### config.mk
export PLATFORM = sky130hd
export DESIGN_NAME = bpv_cell
export DESIGN_NICKNAME = d
export VERILOG_FILES = /design/src/sv/bpv_pkg.sv /design/src/sv/bpv_cell.sv
export SDC_FILE = /design/constraint.sdc
export NUM_CORES = 2
export LEC_CHECK = 0
export BUFFER_PORTS_ARGS = -buffer_cell sky130_fd_sc_hd__buf_2
export CORE_AREA = 2 2 311 313
export DETAILED_ROUTE_END_ITERATION = 10
export DIE_AREA = 0 0 313 315
export MAX_ROUTING_LAYER = met4
export PLACE_DENSITY = 0.73
export SLEW_MARGIN = 20
export SYNTH_ARGS = -nofsm -noshare
export SYNTH_HDL_FRONTEND = slang
export SYNTH_SLANG_ARGS = --single-unit
### constraint.sdc
create_clock -name clk -period 18.3 [get_ports clk]
set_clock_uncertainty 0.05 [all_clocks]
set_input_delay 1.83 -clock clk [delete_from_list [all_inputs] [get_ports clk]]
set_output_delay 1.83 -clock clk [all_outputs]
set_load 0.1 [all_outputs]
### src/sv/bpv_pkg.sv
`timescale 1ns / 1ps
// ----------------------------------------------------------------------------
// bpv_pkg: shared types and constants
// Segment record handed along the halving chain, margin settings, solver
// states and a few fixed-point helpers.
// ----------------------------------------------------------------------------
package bpv_pkg;

  localparam int MaxHalvings = 8;

  // unit parameter and one half in Q16.16
  localparam logic [16:0] TOne  = 17'd65536;
  localparam logic [41:0] XHalf = 42'd32768;

  typedef struct packed {
    logic signed [31:0] y0;
    logic signed [31:0] y1;
    logic signed [31:0] y2;
    logic signed [31:0] y3;
    logic signed [31:0] y;
    logic [16:0]        t0;
    logic [16:0]        t3;
    logic [33:0]        e;
    logic               hit;
    logic               hit_one;
  } seg_t;

  typedef struct packed {
    logic [16:0] rel;
    logic [18:0] rel3;
    logic [16:0] abs_m;
  } cfg_t;

  typedef enum logic [3:0] {
    S_IDLE,
    S_PREP,
    S_CLASS,
    S_SCALE,
    S_CHECK,
    S_MUL_B,
    S_MUL_AC,
    S_DISC,
    S_SQRT,
    S_ROOT,
    S_DIV,
    S_MAP,
    S_FIN,
    S_OUT
  } solve_state_t;

  // floor((u + v) / 2)
  function automatic logic signed [31:0] avg_floor(input logic signed [31:0] u,
                                                   input logic signed [31:0] v);
    logic signed [32:0] s;
    s = 33'(u) + 33'(v);
    return s[32:1];
  endfunction

  function automatic logic [35:0] mag36(input logic signed [35:0] v);
    return v[35] ? 36'(-v) : 36'(v);
  endfunction

endpackage

### src/sv/bpv_cell.sv
`timescale 1ns / 1ps
// ----------------------------------------------------------------------------
// bpv_cell: one de casteljau halving round
// Checks the stop conditions and either passes the segment on or keeps the
// half that holds the target. One register stage per cell.
// ----------------------------------------------------------------------------
module bpv_cell import bpv_pkg::*; (
  input  logic clk,
  input  logic rst,
  input  cfg_t cfg,
  input  logic in_vld,
  input  seg_t in_seg,
  output logic out_vld,
  output seg_t out_seg
);

  logic signed [32:0] d;
  logic [32:0]        mag_d;
  logic signed [32:0] diff21;
  logic signed [35:0] bend;
  logic [35:0]        mag_bend;
  logic [51:0]        lhs;
  logic [51:0]        rhs;
  logic               stop;
  logic signed [34:0] msum;
  logic signed [31:0] yc;
  logic signed [31:0] h12;
  logic signed [31:0] lo_y1;
  logic signed [31:0] lo_y2;
  logic signed [31:0] hi_y1;
  logic signed [31:0] hi_y2;
  logic [17:0]        tsum;
  logic [16:0]        tm;
  seg_t               nxt;

  always_comb begin
    d        = 33'(in_seg.y3) - 33'(in_seg.y0);
    mag_d    = d[32] ? 33'(-d) : 33'(d);
    diff21   = 33'(in_seg.y2) - 33'(in_seg.y1);
    bend     = 36'(diff21) * 36'sd3 - 36'(d);
    mag_bend = mag36(bend);
    lhs      = {mag_bend, 16'd0};
    rhs      = 52'(cfg.rel3) * 52'(mag_d);
    // span below tolerance or segment nearly linear
    stop     = (34'(mag_d) < in_seg.e) || (lhs < rhs);

    msum  = 35'(in_seg.y0) + 35'(in_seg.y1) * 35'sd3 + 35'(in_seg.y2) * 35'sd3
          + 35'(in_seg.y3);
    yc    = msum[34:3];
    h12   = avg_floor(in_seg.y1, in_seg.y2);
    lo_y1 = avg_floor(in_seg.y0, in_seg.y1);
    lo_y2 = avg_floor(lo_y1, h12);
    hi_y2 = avg_floor(in_seg.y2, in_seg.y3);
    hi_y1 = avg_floor(h12, hi_y2);
    tsum  = 18'(in_seg.t0) + 18'(in_seg.t3);
    tm    = tsum[17:1];

    nxt = in_seg;
    if (!stop) begin
      if (in_seg.y < yc) begin
        nxt.y3 = yc;
        nxt.y2 = lo_y2;
        nxt.y1 = lo_y1;
        nxt.t3 = tm;
      end else begin
        nxt.y0 = yc;
        nxt.y1 = hi_y1;
        nxt.y2 = hi_y2;
        nxt.t0 = tm;
      end
    end
  end

  always_ff @(posedge clk) begin
    if (rst) begin
      out_vld <= 1'b0;
    end else begin
      out_vld <= in_vld;
    end
  end

  always_ff @(posedge clk) begin
    out_seg <= nxt;
  end

endmodule

# ---- Word-level counts from Yosys, hierarchy flattened
# Index checks and enable logic that the tools add are counted.
dict set report totals {
  ram_bits 0
  in_bits 286
  regBits 231
  romBits 0
  latch_bits 0
  memories 0
}
dict set report op_classes {
  n_eq_ne 0
  addsub 14
  n_mux 9
  mul 4
  n_shift 0
  div 0
  magnitude_cmp 3
  n_bitwise 0
  n_reduce_logical 1
}
# operator n
set ops {}
lappend ops {{adder 32 x 32 -> 33 bit} 5}
lappend ops {{2-to-1 mux 128 bit} 1}
lappend ops {{multiplier 32 x 3 -> 35 bit (second input constant)} 2}
lappend ops {{subtractor 32 x 32 -> 33 bit} 2}
lappend ops {{2-to-1 mux 32 bit} 2}
lappend ops {{2-to-1 mux 64 bit} 1}
lappend ops {{less-than comparator 52 bit} 1}
lappend ops {{multiplier 19 x 33 -> 52 bit} 1}
lappend ops {{multiplier 33 x 3 -> 36 bit (second input constant)} 1}
lappend ops {{2-to-1 mux 36 bit} 1}
lappend ops {{negation 36 bit} 1}
lappend ops {{subtractor 36 x 33 -> 36 bit} 1}
lappend ops {{adder 32 x 35 -> 35 bit} 1}
lappend ops {{adder 35 x 32 -> 35 bit} 1}
lappend ops {{adder 35 bit} 1}
lappend ops {{less-than comparator 33 x 34 -> 1 bit} 1}
lappend ops {{2-to-1 mux 17 bit} 2}
lappend ops {{2-to-1 mux 34 bit} 1}
lappend ops {{2-to-1 mux 33 bit} 1}
lappend ops {{negation 33 bit} 1}
lappend ops {{less-than comparator 32 bit} 1}
lappend ops {{adder 17 x 17 -> 18 bit} 1}
lappend ops {{logical OR 1 bit} 1}

# ---- Depth between registers and ports, before layout
dict set report logic_depth {
  ltp_word 8
  mapped_depth 56
  mapped_depth_nobuf 50
}

# ---- Worst setup path before layout
# No wires, ideal clock.
dict set report synth_path {
  kind {input -> register}
  from {input port in_seg[102] (netlist bit)}
  to {register out_seg[104] (netlist bit)}
  path_slack_ns 4.805
  t_required_ns 18.129
  cell_stages 52
  t_arrival_ns 13.324
  n_path_buf 6
  cell_sequence {inv_1 -> ha_1 -> fa_1 -> nand2b_1 -> a21o_1 -> a211oi_2 -> a211o_1 -> nand4b_1 -> and3_1 -> a211oi_1 -> o41ai_2 -> inv_1 -> clkbuf_1 -> nor2_1 -> xnor2_1 -> clkbuf_1 -> nand2_1 -> fa_1 -> [16 not listed] -> a21bo_2 -> a21oi_1 -> a2111oi_0 -> o211a_1 -> a311oi_1 -> ha_1 -> nand4_1 -> nor2_1 -> nand4_1 -> nor3_1 -> nand4_1 -> a2111oi_0 -> o32a_1 -> clkbuf_1 -> and2_1 -> clkbuf_1 -> clkbuf_1 -> mux2_2}
}
# item line
set synth_rtl {}
lappend synth_rtl {{from (decl)} bpv_cell.sv:12} ;# input seg_t in_seg,
lappend synth_rtl {{to (signal assigned)} bpv_cell.sv:83} ;# out_seg <= nxt;
lappend synth_rtl {{to (decl)} bpv_cell.sv:14} ;# output seg_t out_seg

==> impl_metrics.ini <==
[sta]
fmax_ghz = 0.0638
worstMarginPinSlew_ns = 1.11
min_period_ns = 15.66
setup-tns-final_ns = 0
drv_slew = 0
hold_viol = 0
relSlewSlack_pct = 25.4
finalCritPeriodShare_pct = 85.6
rsz0062_at_grt = false
setup_viol = 0

[detailed_routing]
wl_met3_um = 11200
drtPass1Iterations = 6
via_count = 44800
wl_met2_um = 73400
ant_nets = 0
drc_errors = 0
topRoutingLayerUsed = met4
met1Wirelength_um = 63800
drt_iter0_drc = 2862
via_per_inst = 5.73
avgRoutedWirePerCell_um = 19.6
routed_wl_um = 154000

[final_layout]
syn2layout_area_growth_pct = 9.22
nets = 8136
fillers = 8501
post_route_cells_drive_above_1_share_pct = 11.4

[yosys]
synth_compound_area_share_pct = 14.9
syn-num-nets = 7802
synth_area_per_cell_um2 = 8.39
synth-async-reset-ratio_pct = 0
synthFlopType = dfxtp_1
yosysWarningCount = 0
synth_top_family_by_area = adder cells
netlist_area_um2 = 51900
synth-edff-count = 0
synth-adder-area-share_pct = 42.3
synth-simple-area-share_pct = 16.2
synth_area_leaders = fa_1 (27%), ha_1 (15%), dfxtp_1 (8.9%)
synth_cell_types = 100
ys_seq_elements = 231
synth_cells = 6181
synth_xor_area_share_pct = 5.84
synth_mux_area_share_pct = 2.50
ys_seq_area_share_pct = 8.92
synth_top_cell_area_share_pct = 26.8
yosys.area.top_type = fa_1

[cts]
ctsHoldBuffers = 0
clkTransAtPathRegs_ns = 0.07
post_cts_resize_count = 0
cts_tree = yes
cts.path.max_buffers = 3
clock-root-buffer = clkbuf_16
cts_post_setup_buffers_inserted = 0
cts_buffers = 31
cts.sinks = 231
h-tree-depth = 1

[outcome]
outcome = complete, no violations

[worst_setup_path]
cp.arrival_ns = 16.14
critPathLaunch = in_seg[102]
cp_num_buf_inv = 11
critical_path.slowest_cell = xnor2_2
crit_family = compound AO/OA/AOI/OAI gates
cpMostUsedCell = fa_1
critPathKind = input port to flop
max_stage_delay_ns = 0.64
start_kind = input port
endpoint_kind = flop
cp_max_fo = 132
worstPathRequired_ns = 18.77

[global_routing]
globalRouteOverflowTotal = 0
grt_max_degree = 133
grt_util_all_layers_pct = 32.1
grt_pass1_wl_um = 245000
grt_pass1_vias = 46200
antenna_found_initial = 10

[die]
rows = 114
start_util_pct = 54.2
die_area_um2 = 98600
core_um2 = 95700
dieWidth_um = 313
die_y_um = 315
pin_count = 517

[job]
cap_violations = 0

[hold_path]
hp-start = in_seg[33]
worst_hold_path_type = input port to flop

[placed_design]
io_buffers = 482
dp_hpwl_um = 127000
gp_congestion = 0.978
-- stage by stage --
step           instance area, µm²  setup WS [ns]  hold WS [ns]  util (%)  instances
6_report                    56600           2.64          1.24      59.2       7822
5_1_grt                     56600           1.70          1.22      59.2       7822
4_1_cts                     56600           2.72          1.21      59.2       7815
3_5_place_dp                55500           2.06          1.88      58.0       7758
3_3_place_gp                55500           2.26          1.89      58.0       7758
2_1_floorplan               51900           4.81          1.81         -       6181
-- path summary, 6_finish.rpt --
| path | endpoint | slack [ns] | cells past startpoint |
|---|---|---|---|
| worst min-delay path | out_seg[33] | 1.24 | 1 |
| worst max-delay path | out_seg[197] | 2.64 | 50 |
-- synthesized netlist by cell type (all sizes together), types with 24 or more instances --
cell    count
or2        26
mux2       76
xnor2     248
clkbuf    210
o211ai     31
or3        28
nor4       24
fa        694
o21bai     42
nand2     553
nor2      278
nor2b      70
a21oi     373
and2      346
nand2b     59
xor2       98
dfxtp     231
a211oi     41
and3       42
a21o      163
mux2i      44
ha        641
nand4      43
o21ai     193
o31ai      33
a31oi      80
inv      1053
nand3      64
nor3       73
o21a       52
-- flip-flops by register name (all words and copies together) (netlist names) --
| signal | count |
|---|---|
| out_seg | 230 |
| out_vld | 1 |
-- area by class of cell --
class	instances	area, µm²	area share, %
diodes	7	17.5	0.0309
clock buffers	43	891	1.57
clock inverters	14	241	0.426
inverters	1053	3950	6.98
multi-input cells	4666	42500	75.0
flip-flops and latches	231	4620	8.16
well taps	1276	1600	2.82
repair buffers	532	2830	4.99
-- per-layer routing --
layer | vias to the layer above | GRT usage, %
met5 | - | -
met4 | 0 | 9.70
met3 | 282 | 4.24
met2 | 1696 | 53.7
met1 | 21900 | 40.4
li1 | 20900 | -
-- cell families (layout without fill, tap and decap cells) --
kind of cell               Yosys count  in the layout
and+or+nand+nor                   1673           1673
adders and majority gates         1335           1335
buffers and inverters             1284           1642
AOI/OAI and AO/OA                 1192           1192
xor gates and xnor gates           346            346
DFF                                231            231
muxes                              120            120
other                                0              7
-- placed cells by master (no fill, tap or decap), types with 72 or more instances in the layout --
cell type  count
o21ai_0      189
nor3_1        72
inv_1       1053
a31oi_1       79
a21oi_1      372
dfxtp_1      231
mux2_2        76
buf_2        482
xnor2_1      240
a21o_1       162
ha_1         641
nand2_1      553
and2_1       341
fa_1         694
nor2_1       278
xor2_1        98
Power is not shown: default switching activity piles up to over one toggle a cycle in this logic, so the estimate is an artifact.
